--- src/hw/rtl/fpr_pkg.sv ---
// Shared constants, status codes and record types of the framed packet receiver.
package fpr_pkg;

    // Default frame store depth in bytes.
    localparam int BUF_LEN_DEFAULT = 64;
    // Header, type, code, two length bytes, checksum and end byte.
    localparam int FRAME_OVERHEAD  = 7;
    // Store entry of the first payload byte.
    localparam int PAYLOAD_BASE    = 5;
    // Width of the payload length carried with each result.
    localparam int LEN_W           = 6;
    // Depth of the command queue between the parser and the emitter.
    localparam int CMD_DEPTH       = 2;

    // Input word kinds.
    localparam logic MODE_BYTE = 1'b0;
    localparam logic MODE_TICK = 1'b1;

    // Configuration register indexes; register i sits at byte address 4*i.
    typedef enum logic [1:0] {
        REG_HEADER  = 2'd0,
        REG_END     = 2'd1,
        REG_TIMEOUT = 2'd2
    } cfg_reg_t;

    typedef enum logic [2:0] {
        ST_GOOD    = 3'd0,
        ST_LENGTH  = 3'd1,
        ST_END     = 3'd2,
        ST_SUM     = 3'd3,
        ST_TIMEOUT = 3'd4
    } status_t;

    // One finished frame or error, as handed from the parser to the emitter.
    typedef struct packed {
        status_t              status;
        logic [7:0]           frame_type;
        logic [7:0]           frame_code;
        logic [LEN_W-1:0]     length;
    } cmd_t;

    // Configuration register values.
    typedef struct packed {
        logic [7:0]  header_byte;
        logic [7:0]  end_byte;
        logic [15:0] timeout_ticks;
    } cfg_t;

    // One result word.
    typedef struct packed {
        status_t          status;
        logic [7:0]       frame_type;
        logic [7:0]       frame_code;
        logic [LEN_W-1:0] payload_length;
        logic [7:0]       payload_byte;
        logic             payload_valid;
        logic             last;
    } result_t;

endpackage

--- src/hw/rtl/fpr_item_if.sv ---
// Input channel: received bytes and timer ticks with a valid/ready handshake.
interface fpr_item_if;
    logic       valid;
    logic       ready;
    logic       mode;
    logic [7:0] rx_byte;

    modport source (output valid, mode, rx_byte, input ready);
    modport sink   (input valid, mode, rx_byte, output ready);
endinterface

--- src/hw/rtl/fpr_result_if.sv ---
// Result channel: frame status and payload bytes with a valid/ready handshake.
interface fpr_result_if;
    logic       valid;
    logic       ready;
    logic [2:0] status;
    logic [7:0] frame_type;
    logic [7:0] frame_code;
    logic [5:0] payload_length;
    logic [7:0] payload_byte;
    logic       payload_valid;
    logic       last;

    modport source (output valid, status, frame_type, frame_code, payload_length,
                    payload_byte, payload_valid, last, input ready);
    modport sink   (input valid, status, frame_type, frame_code, payload_length,
                    payload_byte, payload_valid, last, output ready);
endinterface

--- src/hw/rtl/fpr_front.sv ---
// Frame parser: hunts for the header, stores bytes, checks frames and queues outcomes.
module fpr_front #(
    parameter int BUF_LEN = fpr_pkg::BUF_LEN_DEFAULT
) (
    input  logic                        clk,
    input  logic                        rst_n,
    fpr_item_if.sink                    item,
    input  fpr_pkg::cfg_t               cfg,
    input  logic                        fifo_full,
    input  logic                        drained,
    output logic                        push,
    output fpr_pkg::cmd_t               cmd,
    output logic                        wr_en,
    output logic [$clog2(BUF_LEN)-1:0]  wr_addr,
    output logic [7:0]                  wr_data
);
    import fpr_pkg::*;

    localparam int          ADDR_W  = $clog2(BUF_LEN);
    localparam int          FILL_W  = $clog2(BUF_LEN + 1);
    localparam logic [15:0] MAX_LEN = 16'(BUF_LEN - FRAME_OVERHEAD);

    logic [FILL_W-1:0] fill_reg, fill_next;
    logic [15:0]       timer_reg, timer_next;
    logic [7:0]        sum_reg, sum_next;
    logic              busy_reg, busy_next;
    logic [7:0]        type_reg, type_next;
    logic [7:0]        code_reg, code_next;
    logic [7:0]        len_hi_reg, len_hi_next;
    logic [7:0]        len_lo_reg, len_lo_next;
    logic [7:0]        prev_reg, prev_next;

    logic              accept;
    logic [15:0]       frame_len;
    logic [15:0]       timer_dec;
    logic [7:0]        sum_excl;
    logic [FILL_W:0]   fill_inc;
    logic              do_store;
    logic              do_check;
    logic              drop;

    // New words are held off while a good frame is still being read out or the command queue is full.
    assign item.ready = !busy_reg && !fifo_full;
    assign accept     = item.valid && item.ready;

    assign frame_len  = {len_hi_reg, len_lo_reg};
    assign timer_dec  = (timer_reg == '0) ? '0 : timer_reg - 16'd1;
    // Sum of type, code, length and payload: everything before the checksum.
    assign sum_excl   = sum_reg - prev_reg;
    assign fill_inc   = {1'b0, fill_reg} + (FILL_W + 1)'(1);

    assign wr_addr    = fill_reg[ADDR_W-1:0];
    assign wr_data    = item.rx_byte;

    // Classify the accepted word and work out the frame state.
    always_comb
    begin
        fill_next   = fill_reg;
        timer_next  = timer_reg;
        sum_next    = sum_reg;
        busy_next   = busy_reg;
        type_next   = type_reg;
        code_next   = code_reg;
        len_hi_next = len_hi_reg;
        len_lo_next = len_lo_reg;
        prev_next   = prev_reg;
        push        = 1'b0;
        cmd         = '0;
        do_store    = 1'b0;
        do_check    = 1'b0;
        drop        = 1'b0;

        if (accept)
        begin
            if (item.mode == MODE_TICK)
            begin
                timer_next = timer_dec;
                if (fill_reg != '0 && timer_dec == '0)
                begin
                    push       = 1'b1;
                    cmd.status = ST_TIMEOUT;
                    drop       = 1'b1;
                end
            end
            else
            begin
                timer_next = cfg.timeout_ticks;
                priority if (fill_reg == '0)
                begin
                    do_store = (item.rx_byte == cfg.header_byte);
                end
                else if (fill_reg == FILL_W'(1))
                begin
                    do_store = (item.rx_byte != cfg.header_byte);
                end
                else
                begin
                    do_store = 1'b1;
                    do_check = (fill_reg >= FILL_W'(FRAME_OVERHEAD - 1));
                end
            end
        end

        // Store the byte and capture the fixed header fields.
        if (do_store)
        begin
            fill_next = fill_inc[FILL_W-1:0];
            prev_next = item.rx_byte;
            if (fill_reg != '0)
            begin
                sum_next = sum_reg + item.rx_byte;
            end
            if (fill_reg == FILL_W'(1))
            begin
                type_next = item.rx_byte;
            end
            if (fill_reg == FILL_W'(2))
            begin
                code_next = item.rx_byte;
            end
            if (fill_reg == FILL_W'(3))
            begin
                len_hi_next = item.rx_byte;
            end
            if (fill_reg == FILL_W'(4))
            begin
                len_lo_next = item.rx_byte;
            end
        end

        // Length bound first, then end byte and checksum once the frame is whole.
        if (do_check)
        begin
            if (frame_len > MAX_LEN)
            begin
                push       = 1'b1;
                cmd.status = ST_LENGTH;
                drop       = 1'b1;
            end
            else if (17'(fill_inc) == ({1'b0, frame_len} + 17'(FRAME_OVERHEAD)))
            begin
                push = 1'b1;
                drop = 1'b1;
                priority if (item.rx_byte != cfg.end_byte)
                begin
                    cmd.status = ST_END;
                end
                else if (prev_reg != sum_excl)
                begin
                    cmd.status = ST_SUM;
                end
                else
                begin
                    cmd.status     = ST_GOOD;
                    cmd.frame_type = type_reg;
                    cmd.frame_code = code_reg;
                    cmd.length     = frame_len[LEN_W-1:0];
                end
            end
        end

        if (drop)
        begin
            fill_next = '0;
            sum_next  = '0;
        end

        // The store stays locked from a good frame until the emitter has drained.
        if (drained)
        begin
            busy_next = 1'b0;
        end
        if (push && cmd.status == ST_GOOD)
        begin
            busy_next = 1'b1;
        end
    end

    assign wr_en = do_store;

    // Control state.
    always_ff @(posedge clk or negedge rst_n)
    begin
        if (!rst_n)
        begin
            fill_reg  <= '0;
            timer_reg <= '0;
            sum_reg   <= '0;
            busy_reg  <= 1'b0;
        end
        else
        begin
            fill_reg  <= fill_next;
            timer_reg <= timer_next;
            sum_reg   <= sum_next;
            busy_reg  <= busy_next;
        end
    end

    // Captured header fields and the previous byte.
    always_ff @(posedge clk)
    begin
        type_reg   <= type_next;
        code_reg   <= code_next;
        len_hi_reg <= len_hi_next;
        len_lo_reg <= len_lo_next;
        prev_reg   <= prev_next;
    end

    // The store is never written while the emitter may still read it.
    assert property (@(posedge clk) disable iff (!rst_n) wr_en |-> !busy_reg)
        else $error("frame store written while a good frame is pending");

    // The fill count never runs past the store.
    assert property (@(posedge clk) disable iff (!rst_n) fill_reg <= FILL_W'(BUF_LEN))
        else $error("fill count beyond store depth");

endmodule

--- src/hw/rtl/fpr_cmd_fifo.sv ---
// Short command queue between the frame parser and the result emitter.
module fpr_cmd_fifo (
    input  logic           clk,
    input  logic           rst_n,
    input  logic           push,
    input  fpr_pkg::cmd_t  push_data,
    input  logic           pop,
    output fpr_pkg::cmd_t  pop_data,
    output logic           full,
    output logic           empty
);
    import fpr_pkg::*;

    localparam int PTR_W = (CMD_DEPTH > 1) ? $clog2(CMD_DEPTH) : 1;
    localparam int CNT_W = $clog2(CMD_DEPTH + 1);

    cmd_t             entry_reg [CMD_DEPTH];
    logic [PTR_W-1:0] wr_ptr_reg, wr_ptr_next;
    logic [PTR_W-1:0] rd_ptr_reg, rd_ptr_next;
    logic [CNT_W-1:0] count_reg, count_next;

    assign full     = (count_reg == CNT_W'(CMD_DEPTH));
    assign empty    = (count_reg == '0);
    assign pop_data = entry_reg[rd_ptr_reg];

    // Pointer and count update with wrap at the queue depth.
    always_comb
    begin
        wr_ptr_next = wr_ptr_reg;
        rd_ptr_next = rd_ptr_reg;
        count_next  = count_reg;
        if (push)
        begin
            wr_ptr_next = (wr_ptr_reg == PTR_W'(CMD_DEPTH - 1)) ? '0 : wr_ptr_reg + PTR_W'(1);
        end
        if (pop)
        begin
            rd_ptr_next = (rd_ptr_reg == PTR_W'(CMD_DEPTH - 1)) ? '0 : rd_ptr_reg + PTR_W'(1);
        end
        if (push && !pop)
        begin
            count_next = count_reg + CNT_W'(1);
        end
        else if (pop && !push)
        begin
            count_next = count_reg - CNT_W'(1);
        end
    end

    always_ff @(posedge clk or negedge rst_n)
    begin
        if (!rst_n)
        begin
            wr_ptr_reg <= '0;
            rd_ptr_reg <= '0;
            count_reg  <= '0;
        end
        else
        begin
            wr_ptr_reg <= wr_ptr_next;
            rd_ptr_reg <= rd_ptr_next;
            count_reg  <= count_next;
        end
    end

    // Queue entries.
    always_ff @(posedge clk)
    begin
        if (push)
        begin
            entry_reg[wr_ptr_reg] <= push_data;
        end
    end

    // The parser only pushes when there is room.
    assert property (@(posedge clk) disable iff (!rst_n) push |-> !full)
        else $error("command pushed into a full queue");

endmodule

--- src/hw/rtl/fpr_store.sv ---
// Frame byte store: one write port from the parser, one registered read port.
module fpr_store #(
    parameter int BUF_LEN = fpr_pkg::BUF_LEN_DEFAULT
) (
    input  logic                        clk,
    input  logic                        wr_en,
    input  logic [$clog2(BUF_LEN)-1:0]  wr_addr,
    input  logic [7:0]                  wr_data,
    input  logic                        rd_en,
    input  logic [$clog2(BUF_LEN)-1:0]  rd_addr,
    output logic [7:0]                  rd_data
);
    logic [7:0] mem_reg [BUF_LEN];
    logic [7:0] rd_data_reg;

    assign rd_data = rd_data_reg;

    // Write port.
    always_ff @(posedge clk)
    begin
        if (wr_en)
        begin
            mem_reg[wr_addr] <= wr_data;
        end
    end

    // Read port, data valid the cycle after the request.
    always_ff @(posedge clk)
    begin
        if (rd_en)
        begin
            rd_data_reg <= mem_reg[rd_addr];
        end
    end

endmodule

--- src/hw/rtl/fpr_back.sv ---
// Result emitter: turns queued outcomes into result words, reading payload bytes.
module fpr_back #(
    parameter int BUF_LEN = fpr_pkg::BUF_LEN_DEFAULT
) (
    input  logic                        clk,
    input  logic                        rst_n,
    input  fpr_pkg::cmd_t               cmd,
    input  logic                        empty,
    output logic                        pop,
    output logic                        rd_en,
    output logic [$clog2(BUF_LEN)-1:0]  rd_addr,
    input  logic [7:0]                  rd_data,
    output logic                        drained,
    fpr_result_if.source                result
);
    import fpr_pkg::*;

    localparam int ADDR_W = $clog2(BUF_LEN);

    typedef enum logic [1:0] {
        S_IDLE  = 2'b01,
        S_FETCH = 2'b10
    } back_state_t;

    back_state_t      state_reg, state_next;
    logic [LEN_W-1:0] idx_reg, idx_next;
    cmd_t             cur_reg, cur_next;
    result_t          out_reg, out_next;
    logic             out_valid_reg, out_valid_next;

    logic             slot_free;
    logic [LEN_W-1:0] idx_inc;
    logic [LEN_W:0]   addr_wide;
    logic             final_byte;

    assign slot_free  = !out_valid_reg || result.ready;
    assign idx_inc    = idx_reg + LEN_W'(1);
    assign final_byte = (idx_inc == cur_reg.length);
    assign drained    = (state_reg == S_IDLE) && empty && !out_valid_reg;

    // Sequencing of error words and payload readout.
    always_comb
    begin
        state_next     = state_reg;
        idx_next       = idx_reg;
        cur_next       = cur_reg;
        out_next       = out_reg;
        out_valid_next = out_valid_reg && !result.ready;
        pop            = 1'b0;
        rd_en          = 1'b0;
        addr_wide      = {1'b0, idx_reg} + (LEN_W + 1)'(PAYLOAD_BASE);

        unique case (state_reg)
            S_IDLE:
            begin
                if (!empty && slot_free)
                begin
                    pop      = 1'b1;
                    cur_next = cmd;
                    if (cmd.status != ST_GOOD || cmd.length == '0)
                    begin
                        // Errors and empty frames give a single word.
                        out_next            = '0;
                        out_next.status     = cmd.status;
                        out_next.last       = 1'b1;
                        if (cmd.status == ST_GOOD)
                        begin
                            out_next.frame_type = cmd.frame_type;
                            out_next.frame_code = cmd.frame_code;
                        end
                        out_valid_next = 1'b1;
                    end
                    else
                    begin
                        addr_wide  = (LEN_W + 1)'(PAYLOAD_BASE);
                        rd_en      = 1'b1;
                        idx_next   = '0;
                        state_next = S_FETCH;
                    end
                end
            end
            S_FETCH:
            begin
                if (slot_free)
                begin
                    out_next.status         = ST_GOOD;
                    out_next.frame_type     = cur_reg.frame_type;
                    out_next.frame_code     = cur_reg.frame_code;
                    out_next.payload_length = cur_reg.length;
                    out_next.payload_byte   = rd_data;
                    out_next.payload_valid  = 1'b1;
                    out_next.last           = final_byte;
                    out_valid_next          = 1'b1;
                    idx_next                = idx_inc;
                    if (final_byte)
                    begin
                        state_next = S_IDLE;
                    end
                    else
                    begin
                        addr_wide = {1'b0, idx_inc} + (LEN_W + 1)'(PAYLOAD_BASE);
                        rd_en     = 1'b1;
                    end
                end
            end
            default:
            begin
                state_next = S_IDLE;
            end
        endcase
    end

    assign rd_addr = addr_wide[ADDR_W-1:0];

    always_ff @(posedge clk or negedge rst_n)
    begin
        if (!rst_n)
        begin
            state_reg     <= S_IDLE;
            out_valid_reg <= 1'b0;
        end
        else
        begin
            state_reg     <= state_next;
            out_valid_reg <= out_valid_next;
        end
    end

    // Frame context and output word.
    always_ff @(posedge clk)
    begin
        idx_reg <= idx_next;
        cur_reg <= cur_next;
        out_reg <= out_next;
    end

    // Output port.
    assign result.valid          = out_valid_reg;
    assign result.status         = out_reg.status;
    assign result.frame_type     = out_reg.frame_type;
    assign result.frame_code     = out_reg.frame_code;
    assign result.payload_length = out_reg.payload_length;
    assign result.payload_byte   = out_reg.payload_byte;
    assign result.payload_valid  = out_reg.payload_valid;
    assign result.last           = out_reg.last;

    // Readout index stays inside the frame's payload.
    assert property (@(posedge clk) disable iff (!rst_n)
        state_reg == S_FETCH |-> idx_reg < cur_reg.length)
        else $error("payload readout ran past the frame length");

    // Only good frames carry payload bytes.
    assert property (@(posedge clk) disable iff (!rst_n)
        out_valid_reg && out_reg.payload_valid |-> out_reg.status == ST_GOOD)
        else $error("payload byte on an error word");

endmodule

--- src/hw/rtl/framed_packet_receiver.sv ---
// Framed packet receiver top level: configuration registers, parser, queue, store, emitter.
// Each input word is taken on a valid/ready handshake; the next word can follow in the next cycle
// unless input is held off. An error word passes the command queue and the output register; a
// good frame's payload words pass the queue, the store read register and the output register,
// one per cycle while the result receiver is ready. Input is held off from a good frame's end
// until its payload has drained, since the store has a single write and a single read port.
// Reset clears control state and loads the registers with 170, 85 and 1000; the store is not cleared.
module framed_packet_receiver #(
    parameter int BUF_LEN = fpr_pkg::BUF_LEN_DEFAULT
) (
    input  logic          clk,
    input  logic          rst_n,
    fpr_item_if.sink      item,
    fpr_result_if.source  result,
    input  logic          psel,
    input  logic          penable,
    input  logic          pwrite,
    input  logic [3:0]    paddr,
    input  logic [31:0]   pwdata,
    output logic [31:0]   prdata,
    output logic          pready
);
    import fpr_pkg::*;

    localparam int ADDR_W = $clog2(BUF_LEN);

    cfg_t              cfg_reg, cfg_next;
    logic              cfg_write;

    logic              push;
    cmd_t              push_cmd;
    cmd_t              pop_cmd;
    logic              pop;
    logic              fifo_full;
    logic              fifo_empty;
    logic              drained;
    logic              wr_en;
    logic [ADDR_W-1:0] wr_addr;
    logic [7:0]        wr_data;
    logic              rd_en;
    logic [ADDR_W-1:0] rd_addr;
    logic [7:0]        rd_data;

    // Configuration port: no wait states.
    assign pready    = 1'b1;
    assign cfg_write = psel && penable && pwrite && pready;

    always_comb
    begin
        cfg_next = cfg_reg;
        if (cfg_write)
        begin
            unique case (paddr[3:2])
                REG_HEADER:  cfg_next.header_byte   = pwdata[7:0];
                REG_END:     cfg_next.end_byte      = pwdata[7:0];
                REG_TIMEOUT: cfg_next.timeout_ticks = pwdata[15:0];
                default:     cfg_next = cfg_reg;
            endcase
        end
    end

    always_comb
    begin
        unique case (paddr[3:2])
            REG_HEADER:  prdata = {24'b0, cfg_reg.header_byte};
            REG_END:     prdata = {24'b0, cfg_reg.end_byte};
            REG_TIMEOUT: prdata = {16'b0, cfg_reg.timeout_ticks};
            default:     prdata = '0;
        endcase
    end

    always_ff @(posedge clk or negedge rst_n)
    begin
        if (!rst_n)
        begin
            cfg_reg.header_byte   <= 8'd170;
            cfg_reg.end_byte      <= 8'd85;
            cfg_reg.timeout_ticks <= 16'd1000;
        end
        else
        begin
            cfg_reg <= cfg_next;
        end
    end

    // Front: parse and classify.
    fpr_front #(
        .BUF_LEN (BUF_LEN)
    ) u_front (
        .clk       (clk),
        .rst_n     (rst_n),
        .item      (item),
        .cfg       (cfg_reg),
        .fifo_full (fifo_full),
        .drained   (drained),
        .push      (push),
        .cmd       (push_cmd),
        .wr_en     (wr_en),
        .wr_addr   (wr_addr),
        .wr_data   (wr_data)
    );

    // Queue of outcomes.
    fpr_cmd_fifo u_fifo (
        .clk       (clk),
        .rst_n     (rst_n),
        .push      (push),
        .push_data (push_cmd),
        .pop       (pop),
        .pop_data  (pop_cmd),
        .full      (fifo_full),
        .empty     (fifo_empty)
    );

    // Frame bytes.
    fpr_store #(
        .BUF_LEN (BUF_LEN)
    ) u_store (
        .clk     (clk),
        .wr_en   (wr_en),
        .wr_addr (wr_addr),
        .wr_data (wr_data),
        .rd_en   (rd_en),
        .rd_addr (rd_addr),
        .rd_data (rd_data)
    );

    // Back: emit result words.
    fpr_back #(
        .BUF_LEN (BUF_LEN)
    ) u_back (
        .clk     (clk),
        .rst_n   (rst_n),
        .cmd     (pop_cmd),
        .empty   (fifo_empty),
        .pop     (pop),
        .rd_en   (rd_en),
        .rd_addr (rd_addr),
        .rd_data (rd_data),
        .drained (drained),
        .result  (result)
    );

endmodule

--- src/flat_wrapper.sv ---
// flat-port wrapper written by rule: the top's interface ports become plain ports
module framed_packet_receiver_flat import fpr_pkg::*;
#(
    parameter int BUF_LEN = fpr_pkg::BUF_LEN_DEFAULT
)
  (clk, rst_n, psel, penable, pwrite, paddr, pwdata, prdata, pready, item_valid, item_mode, item_rx_byte, item_ready, result_valid, result_status, result_frame_type, result_frame_code, result_payload_length, result_payload_byte, result_payload_valid, result_last, result_ready);
  fpr_item_if item_i ();
  fpr_result_if result_i ();
  input  logic clk;
  input  logic rst_n;
  input  logic psel;
  input  logic penable;
  input  logic pwrite;
  input  logic [3:0] paddr;
  input  logic [31:0] pwdata;
  output logic [31:0] prdata;
  output logic pready;
  input wire logic [$bits(item_i.valid)-1:0] item_valid;
  input wire logic [$bits(item_i.mode)-1:0] item_mode;
  input wire logic [$bits(item_i.rx_byte)-1:0] item_rx_byte;
  output wire logic [$bits(item_i.ready)-1:0] item_ready;
  output wire logic [$bits(result_i.valid)-1:0] result_valid;
  output wire logic [$bits(result_i.status)-1:0] result_status;
  output wire logic [$bits(result_i.frame_type)-1:0] result_frame_type;
  output wire logic [$bits(result_i.frame_code)-1:0] result_frame_code;
  output wire logic [$bits(result_i.payload_length)-1:0] result_payload_length;
  output wire logic [$bits(result_i.payload_byte)-1:0] result_payload_byte;
  output wire logic [$bits(result_i.payload_valid)-1:0] result_payload_valid;
  output wire logic [$bits(result_i.last)-1:0] result_last;
  input wire logic [$bits(result_i.ready)-1:0] result_ready;
  assign item_i.valid = item_valid;
  assign item_i.mode = item_mode;
  assign item_i.rx_byte = item_rx_byte;
  assign item_ready = item_i.ready;
  assign result_valid = result_i.valid;
  assign result_status = result_i.status;
  assign result_frame_type = result_i.frame_type;
  assign result_frame_code = result_i.frame_code;
  assign result_payload_length = result_i.payload_length;
  assign result_payload_byte = result_i.payload_byte;
  assign result_payload_valid = result_i.payload_valid;
  assign result_last = result_i.last;
  assign result_i.ready = result_ready;
  framed_packet_receiver #(.BUF_LEN(BUF_LEN)) u_core (.clk(clk), .rst_n(rst_n), .item(item_i), .result(result_i), .psel(psel), .penable(penable), .pwrite(pwrite), .paddr(paddr), .pwdata(pwdata), .prdata(prdata), .pready(pready));
endmodule
--- config.mk ---
export PLATFORM = sky130hd
export DESIGN_NAME = framed_packet_receiver_flat
export DESIGN_NICKNAME = d
export VERILOG_FILES = /design/src/hw/rtl/fpr_pkg.sv /design/src/hw/rtl/fpr_item_if.sv /design/src/hw/rtl/fpr_result_if.sv /design/src/hw/rtl/fpr_front.sv /design/src/hw/rtl/fpr_cmd_fifo.sv /design/src/hw/rtl/fpr_store.sv /design/src/hw/rtl/fpr_back.sv /design/src/hw/rtl/framed_packet_receiver.sv /design/src/flat_wrapper.sv
export SDC_FILE = /design/constraint.sdc
export NUM_CORES = 1
export LEC_CHECK = 0
export ABC_AREA = 1
export BUFFER_PORTS_ARGS = -buffer_cell sky130_fd_sc_hd__buf_2
export CAP_MARGIN = 30
export CORE_MARGIN = 4
export CORE_UTILIZATION = 35
export CTS_CLUSTER_DIAMETER = 80
export DETAILED_ROUTE_END_ITERATION = 8
export GPL_TIMING_DRIVEN = 1
export SETUP_SLACK_MARGIN = 0.2
export SYNTH_ARGS = -nofsm -noshare
export SYNTH_HDL_FRONTEND = slang
export SYNTH_HIERARCHICAL = 1
export SYNTH_SLANG_ARGS = --single-unit
--- constraint.sdc ---
create_clock -name clk -period 6.88 [get_ports clk]
set_clock_uncertainty 0.05 [all_clocks]
set_input_delay 1.376 -clock clk [delete_from_list [all_inputs] [get_ports clk]]
set_output_delay 1.376 -clock clk [all_outputs]
set_load 0.02 [all_outputs]
# --- After elaboration in Yosys (flattened, before gate mapping) ---
# Memory sizes are Yosys's and may differ from the RTL's. A register that Yosys moved wholly into a read port is not among the register bits.
# Cells that the tools add are included.
totals:
  out_inout_bits: 70
  mem_bits_rw: 562
  register_bits: 174
  inputBits: 52
  mem_count: 2
mem_list:
  columns: ["name", "words", "word_bits", "read_ports", "rd_ports_with_merged_regs", "write_ports", "line_no", "rtl"]
  rows:
  - ["u_core.u_store.mem_reg", 64, 8, 1, 1, 1, "fpr_store.sv:13", "logic [7:0] mem_reg [BUF_LEN];"]
  - ["u_core.u_fifo.entry_reg", 2, 25, 1, 0, 1, "fpr_cmd_fifo.sv:17", "cmd_t entry_reg [CMD_DEPTH];"]
classes:
  reduce_logical: 48
  eq_ne: 20
  order_cmp: 2
  n_addsub: 12
  mux: 73
op_table:
  columns: ["op", "n"]
  rows:
  - ["two-way mux 35 bit", 3]
  - ["one-hot mux 35 bit (2 select lines)", 1]
  - ["two-way mux 22 bit", 3]
  - ["two-way mux 25 bit", 2]
  - ["two-way mux 16 bit", 3]
  - ["one-hot mux 16 bit (3 select lines)", 1]
  - ["two-way mux 6 bit", 7]
  - ["zero test 16 bit", 2]
  - ["two-way mux 1 bit", 31]
  - ["two-way mux 8 bit", 3]
  - ["inequality test 8 bit", 3]
  - ["one-hot mux 6 bit (2 select lines)", 2]
  - ["AND reduction 2 bit", 9]
  - ["adder 16 x 3 -> 17 bit (second input constant)", 1]
  - ["equality test 8 x 17 -> 1 bit", 1]
  - ["greater-than comparator 16 x 6 -> 1 bit (second input constant)", 1]
  - ["two-way mux 2 bit", 8]
  - ["subtractor 16 x 1 -> 16 bit (second input constant)", 1]
  - ["equality test 7 x 2 -> 1 bit (second input constant)", 2]
  - ["two-way mux 7 bit", 2]
  - ["adder 6 x 3 -> 6 bit (second input constant)", 2]
  - ["logical AND 1 bit", 12]
  - ["two-way mux 3 bit", 4]
  - ["AND reduction 4 bit", 3]
  - ["27 further kinds", 48]

# --- Depth between registers and ports, before layout ---
# Gate-level depths: netlist of the first run.
depth:
  word_depth: 14
  depth_mapped: 26
  depth_no_buf: 22

# --- Hierarchy ---
# The synthesis of the first run kept the hierarchy.
modules_own_cells:
  columns: ["mod", "area_per_inst_um2", "cells_per_inst", "n_inst"]
  rows:
  - ["fpr_store", 21419.3, 1805, 1]
  - ["fpr_front", 5457.7, 746, 1]
  - ["fpr_back", 3158.0, 321, 1]
  - ["fpr_cmd_fifo", 2112.0, 103, 1]
  - ["framed_packet_receiver", 1660.3, 215, 1]

# --- Worst setup path before layout of the first run ---
# Ideal clock, no wire load.
synth_timing:
  kind: "input to register"
  startpoint: "input result_ready"
  endpoint: "register u_core.u_store.rd_data_reg[6] (netlist: u_core/u_store/rd_data[6]), read port of u_core.u_store.mem_reg, data pin"
  required_ns: 6.577
  slack_ns: 1.900
  n_path_buf: 3
  stages: 18
  arrival_time_ns: 4.677
  setup_time_ns: 0.253
  cell_sequence: "nor2_1 > nor3_1 > nand2_1 > o21ai_0 > nor2_1 > a21boi_1 > buf_6 > inv_6 > buf_8 > buf_6 > nand2_1 > nand3_1 > nand3_1 > nand2_1 > nand2_1 > nand3_1 > nand3_1 > nand2_1"
synth_via:
  elab_chain_cells: 4
  elab_cells_between_ends: 8
  cone_classes: "6 x mux; 2 x reduce/logical"
synth_lines:
  columns: ["item", "line_no", "rtl"]
  rows:
  - ["from (decl)", "flat_wrapper.sv:30", "input wire logic [$bits(result_i.ready)-1:0] result_ready;"]
  - ["logical OR 1 bit *", "fpr_back.sv:36", "assign slot_free = !out_valid_reg || result.ready;"]
  - ["logical AND 1 bit", "fpr_back.sv:56", "if (!empty && slot_free)"]
  - ["two-way mux 6 bit", "fpr_back.sv:56", null]
  - ["one-hot mux 6 bit (2 select lines) *", "fpr_back.sv:53", "unique case (state_reg)"]
  - ["via u_core.rd_addr[0]", "framed_packet_receiver.sv:41", "logic [ADDR_W-1:0] rd_addr;"]
  - ["to (decl)", "fpr_store.sv:14", "logic [7:0] rd_data_reg;"]
# Mark *: on every way through the listed nets, which the timed path passes. The rest lies on a longest branch.
# A chain may end at the register's enable or synchronous reset.

==> results of run 1 <==
## final timing paths
kind / start / to / depth (start not counted)
max in group asynchronous: rst_n / u_core/cfg_reg[8] / 2
min in group asynchronous: rst_n / u_core/u_fifo/count_reg[1] / 1
setup reg to reg: u_core/u_fifo/rd_ptr_reg / u_core/u_store/rd_data[7] / 21
hold reg to reg: u_core/cfg_reg[9] / u_core/cfg_reg[9] / 2
hold / removal: u_core/cfg_reg[9] / u_core/cfg_reg[9] / 2
setup / recovery: u_core/u_fifo/rd_ptr_reg / u_core/u_store/rd_data[7] / 21
## critical path: stages (launching register included)
cell      delay (ns)
dfrtp_1         0.66
buf_4           0.33
mux2_2          0.41
nor2_1          0.10
nand3_1         0.08
nand2_1         0.06
clkinv_1        0.09
nor2_1          0.19
nor2_1          0.10
nand2_1         0.12
inv_1           0.08
o211ai_2        0.07
nand2_1         0.10
inv_4           0.47
buf_4           0.86
nand3_1         0.15
nand3_1         0.20
nand2_1         0.09
nand2_1         0.10
nand3_1         0.13
nand3_1         0.18
nand2_1         0.14
## metrics by stage
stage	power, mW	instance area (um2)
finish	19.3	37500
global route	20.6	37500
CTS	19.4	37500
detailed placement	15.5	35200
global placement	15.3	35000
floorplan	13.1	33900
## logic make-up (layout without fill, tap and decap cells)
family          after synthesis  in the layout  share of synthesized area
fa+ha+maj                    28             28                     0.0108
simple gates               1935           1935                      0.248
mux                          25             25                     0.0104
flops                       743            743                      0.650
xor+xnor                     37             37                    0.00959
compound gates               76             76                     0.0148
buf+inv                     344            437                     0.0566
other cells                   2             18                   0.000222
## power groups by stage
stage	Combinational [mW]	Clock, mW	Sequential, mW
after global routing	10.6	4.13	5.80
final	9.71	3.85	5.75
after global placement	9.47	0	5.84
after floorplan	7.18	0	5.89
after detailed placement	9.65	0	5.85
after CTS	9.67	3.95	5.76
## layout make-up
type                       instances  area [um2]  share of cell area
antenna                            1        2.50           0.0000668
clock buffer                      98        2040              0.0544
clock inverter                    37         288             0.00768
inverter                         171         662              0.0177
multi-input combinational       2118       10000               0.267
sequential                       743       22000               0.586
tap                             1265        1580              0.0422
timing repair buffer             131         908              0.0242
## Yosys cell counts, drive strengths merged, types with 4 or more instances
cell / instances
nor4: 13
edfxtp: 672
inv: 169
nor3: 12
buf: 148
o221ai: 13
dfstp: 15
nand2: 1121
clkbuf: 25
o21ai: 14
a21oi: 34
nor2: 195
nand3: 553
xor2: 23
o211ai: 4
xnor2: 14
or2: 7
mux2: 25
nand4: 28
ha: 26
dfrtp: 56
## metal layers
metal | global-route usage | wire length [um] | part of all wire
met1 | 0.213 | 36400 | 0.46
met2 | 0.243 | 37100 | 0.47
met3 | 0.0226 | 3830 | 0.048
met4 | 0.0499 | 2310 | 0.029
met5 | 0 | 13 | 0.00016
==> impl_metrics.ini, run 1 <==
[status]
outcome = finished clean

[place]
dpl_worst_slack_ns = 1.51
hpwlAfterDp_mm = 48.7
placedCellCount = 4428
routabilityCongestion = 0.851
port_buffers = 86

[worst_setup_path]
worst-endpoint-arrival_ns = 5.41
timing_worst_setup_path_type = reg -> reg
timing.critical_path.fanout_max = 80
cp-start-kind = flip-flop
cp_data_required_time_ns = 7.18
setup.reg_to_reg.worst_slack_ns = 1.77
cp-end-kind = flip-flop

[drt]
drt-wirelength-per-cell_um = 17.5
route.final.wire_length_mm = 79.7
antenna_violating_nets_post_route = 0
via_per_inst = 4.93
num_vias = 22500
initialDrtViolationCount = 1782
drc = 0
drt_first_pass_iters = 6

[clock_tree]
cts_tree = built
clock_tree.buffer_depth = 3
clk-insertion-delay-late_ns = 0.63
clock_sinks = 743
clk_transition_reported_paths_ns = 0.06
post_cts_hold_buffer_count = 0
h-tree-depth = 3
post_cts_setup_inserts = 0
root_buffer = clkbuf_16
post_cts_resized = 0
tritoncts.num_buffers = 77

[synthesis]
mean_cell_area_of_the_mapped_netlist_um2 = 10.6
seq_area_frac_synth = 0.650
yosys_register_bits = 743
syn_area_um2 = 33800
yosysTopAreaCell = edfxtp_1
number_of_synthesized_flops_with_an_enable_pin = 672
yosysWarningCount = 6
synth.lib_cells_used.distinct = 57
synth.area.top_cells = edfxtp_1 60%, nand2_1 12%, nand3_1 8.1%, dfrtp_1 4.1%, nor2_1 1.8%
synthDominantCellAreaShare = 0.597
postSynth.asyncResetShare = 0.0956
synthFlopType = edfxtp_1
synth_cells = 3190

[floorplan]
site_rows = 113
die_ht_um = 319
io_pins = 122
chipWidth_um = 319
dieArea_um2 = 102000
floorplan.core_area_um2 = 95400
floorplan.initialDensity = 0.354

[timing]
finalCritPeriodShare = 0.742
hold_violation_total_from_the_final_report = 0
timing.setup.tns_ns = 0
max_slew_margin = 0.305
period_minus_slack_ns = 5.11
post-route-worst-setup-slack_ns = 1.77
timing_max_transition_violations_final = 0
setup_viol = 0
max_frequency_mhz = 196
hold_slack_ns = 0.424
grt_setup_unrepaired = no
timing_worst_slew_pin_value_ns = 1.04

[layout]
drive_gt1_frac = 0.114
mostFrequentLayoutCell = nand2_1
final_cell_count_no_fill = 4564
final_util = 0.393
area_growth_pct = 10.9
largest_register_ffs = 512
final_layout_fill_cell_count = 9168
fin_nets = 3322
mostFrequentLayoutCells = 1106 x nand2_1, 672 x edfxtp_1, 546 x nand3_1

[flow_run]
max_cap_violations = 0

[global_routing]
globalRoute.totalOverflow = 0
total_global_routing_track_utilization = 0.152
grt_max_degree = 175
grt_pass1_wl_mm = 122
grt_antenna_before_repair = 1
vias_in_the_first_global_route = 21100

[power_and_ir_drop]
p_switching_mw = 8.90
power_switching_share = 0.461
power.combinational.fraction = 0.503
vdd.ir_drop.worst_v = 0.00135
p_int_mw = 10.4
power_frac_seq = 0.298
power_per_cell_area_nw_per_um2 = 515
clkPwrFrac = 0.199
p_leak_nw = 14.4

[worst_hold_path]
min_path_type = reg -> reg
(Power assumes the default switching activity.)
==> inputs of run 2 (changes only) <==
==> constraint.sdc (replaced) <==
create_clock -name clk -period 5.2 [get_ports clk]
set_clock_uncertainty 0.05 [all_clocks]
set_input_delay 1.04 -clock clk [delete_from_list [all_inputs] [get_ports clk]]
set_output_delay 1.04 -clock clk [all_outputs]
set_load 0.02 [all_outputs]
==> run 2 against run 1 <==
- worst hold slack worse by 0.22 ns
- sequential share of layout area decreased by 0.38 points
- non-clock buffer count grew 12
- first-iteration DRC count grew 7.6%
- count of clock-buffer cells in the layout is 3 higher
- via count grew 0.82%
- combinational power up 33%
==> impl_metrics.ini, run 2 (synthesis results as in run 1) <==
[status]
outcome = finished clean

[timing]
timing_max_transition_violations_final = 0
finalCritPeriodShare = 0.859
hold_slack_ns = 0.205
period_minus_slack_ns = 4.47
max_frequency_mhz = 224
grt_setup_unrepaired = no
timing_worst_slew_pin_value_ns = 0.981
setup_viol = 0
timing.setup.tns_ns = 0
post-route-worst-setup-slack_ns = 0.731
max_slew_margin = 0.346
hold_violation_total_from_the_final_report = 0

[worst_setup_path]
timing_worst_setup_path_type = reg -> reg
timing.critical_path.fanout_max = 118
cp_data_required_time_ns = 5.62
worst_path_largest_cell_delay_ns = 0.69
critPathSlowestCell = inv_6
worstPathCellList = inv_1 -> ha_1 -> inv_1 -> nand2_1 -> nand2_1 -> nor2_1 -> nand2_1 -> nor2_2 -> nand3_4 -> nand2_4 -> nand2_1 -> nand2_1 -> a21boi_4 -> inv_6 -> buf_4 -> nand2_1 -> nand3_1 -> nand3_1 -> nand2_1 -> nand2_1 -> nand3_1 -> nand3_1 -> nand2_1
cp-end-kind = flip-flop
worst-endpoint-arrival_ns = 4.89
cp-start-kind = flip-flop
most_repeated_library_cell_on_the_critical_path = nand2_1

[layout]
diodes = 0
mostFrequentLayoutCells = 1106 x nand2_1, 672 x edfxtp_1, 546 x nand3_1
area_growth_pct = 11.6
largest_register_ffs = 512
final_layout_fill_cell_count = 9127
drive_gt1_frac = 0.120
multiInputGateArea_um2 = 10000
register_area_um2 = 22000
mostFrequentLayoutCell = nand2_1
fin_nets = 3334
final_design_area_no_fill_um2 = 37700
final_util = 0.395
final_cell_count_no_fill = 4580

[power_and_ir_drop]
clkPwrFrac = 0.211
power_mw = 26.0
power_switching_share = 0.453
power.combinational.fraction = 0.496
p_int_mw = 14.2
power_per_cell_area_nw_per_um2 = 688
p_leak_nw = 14.6
p_switching_mw = 11.8
power_frac_seq = 0.293
vdd.ir_drop.worst_v = 0.00126

[drt]
num_vias = 22700
drt_first_pass_iters = 5
met2_length_mm = 38.1
initialDrtViolationCount = 1918
top_layer = met4
via_per_inst = 4.96
drt-wirelength-per-cell_um = 17.7
drc = 0
antenna_violating_nets_post_route = 0
met3_length_mm = 4.48
route.final.wire_length_mm = 81.0
wirelength_met1_mm = 36.4

[global_routing]
grt_pass1_wl_mm = 124
grt_antenna_before_repair = 0
grt_max_degree = 149
total_global_routing_track_utilization = 0.155
vias_in_the_first_global_route = 21400
globalRoute.totalOverflow = 0

[floorplan]
io_pins = 122
floorplan.initialDensity = 0.354
dieArea_um2 = 102000
die_ht_um = 319
chipWidth_um = 319
site_rows = 113
floorplan.core_area_um2 = 95400

[place]
port_buffers = 86
postPlaceCellArea_um2 = 35200
dpl_worst_slack_ns = 0.668
hpwlAfterDp_mm = 49.6
placedCellCount = 4440
routabilityCongestion = 0.864

[worst_hold_path]
min_path_type = in -> async

[flow_run]
max_cap_violations = 0

[clock_tree]
root_buffer = clkbuf_16
clock_sinks = 743
tritoncts.num_buffers = 77
cts_tree = built
clk-insertion-delay-late_ns = 0.63
post_cts_resized = 0
post_cts_setup_inserts = 0
post_cts_hold_buffer_count = 0
clk_transition_reported_paths_ns = 0.06
h-tree-depth = 3
clock_tree.buffer_depth = 3
## run 2: worst paths after layout
check	startpoint	endpoint	slack, ns	cells after the start
max	u_core/u_back/idx_reg[0]	u_core/u_store/rd_data[5]	0.73	23
min	rst_n	u_core/u_fifo/rd_ptr_reg	0.20	1
max reg2reg	u_core/u_back/idx_reg[0]	u_core/u_store/rd_data[5]	0.73	23
min reg2reg	u_core/cfg_reg[8]	u_core/cfg_reg[8]	0.42	2
max in group asynchronous	rst_n	u_core/u_front/sum_reg[0]	3.81	2
min in group clk	u_core/cfg_reg[8]	u_core/cfg_reg[8]	0.42	2
## run 2: metal layers
layer	up-vias	GRT usage
li1	11000	-
met1	10900	0.216
met2	642	0.252
met3	135	0.0226
met4	0	0.0476
met5	-	0
## run 2: power groups by stage
stage	Sequential [mW]	Combinational, mW	Clock (mW)
floorplan	7.79	9.50	0
global placement	7.72	12.6	0
detailed placement	7.72	12.9	0
CTS	7.60	12.9	5.58
global route	7.67	14.2	5.83
finish	7.60	12.9	5.46
## run 2: worst max-delay path, delay by kind of cell, from the launching register on
family | cells | cell delay [ns]
DFF | 1 | 0.57
buffers and inverters | 4 | 1.35
adders and majority gates | 1 | 0.38
AOI/OAI and AO/OA | 1 | 0.12
and+or+nand+nor | 17 | 1.74
## run 2: layout make-up
class,count,area share
flip-flops and latches,743,0.583
multi-input cells,2118,0.266
clock buffers,101,0.0548
well taps,1265,0.0420
repair buffers,143,0.0260
inverters,171,0.0175
clock inverters,39,0.0115
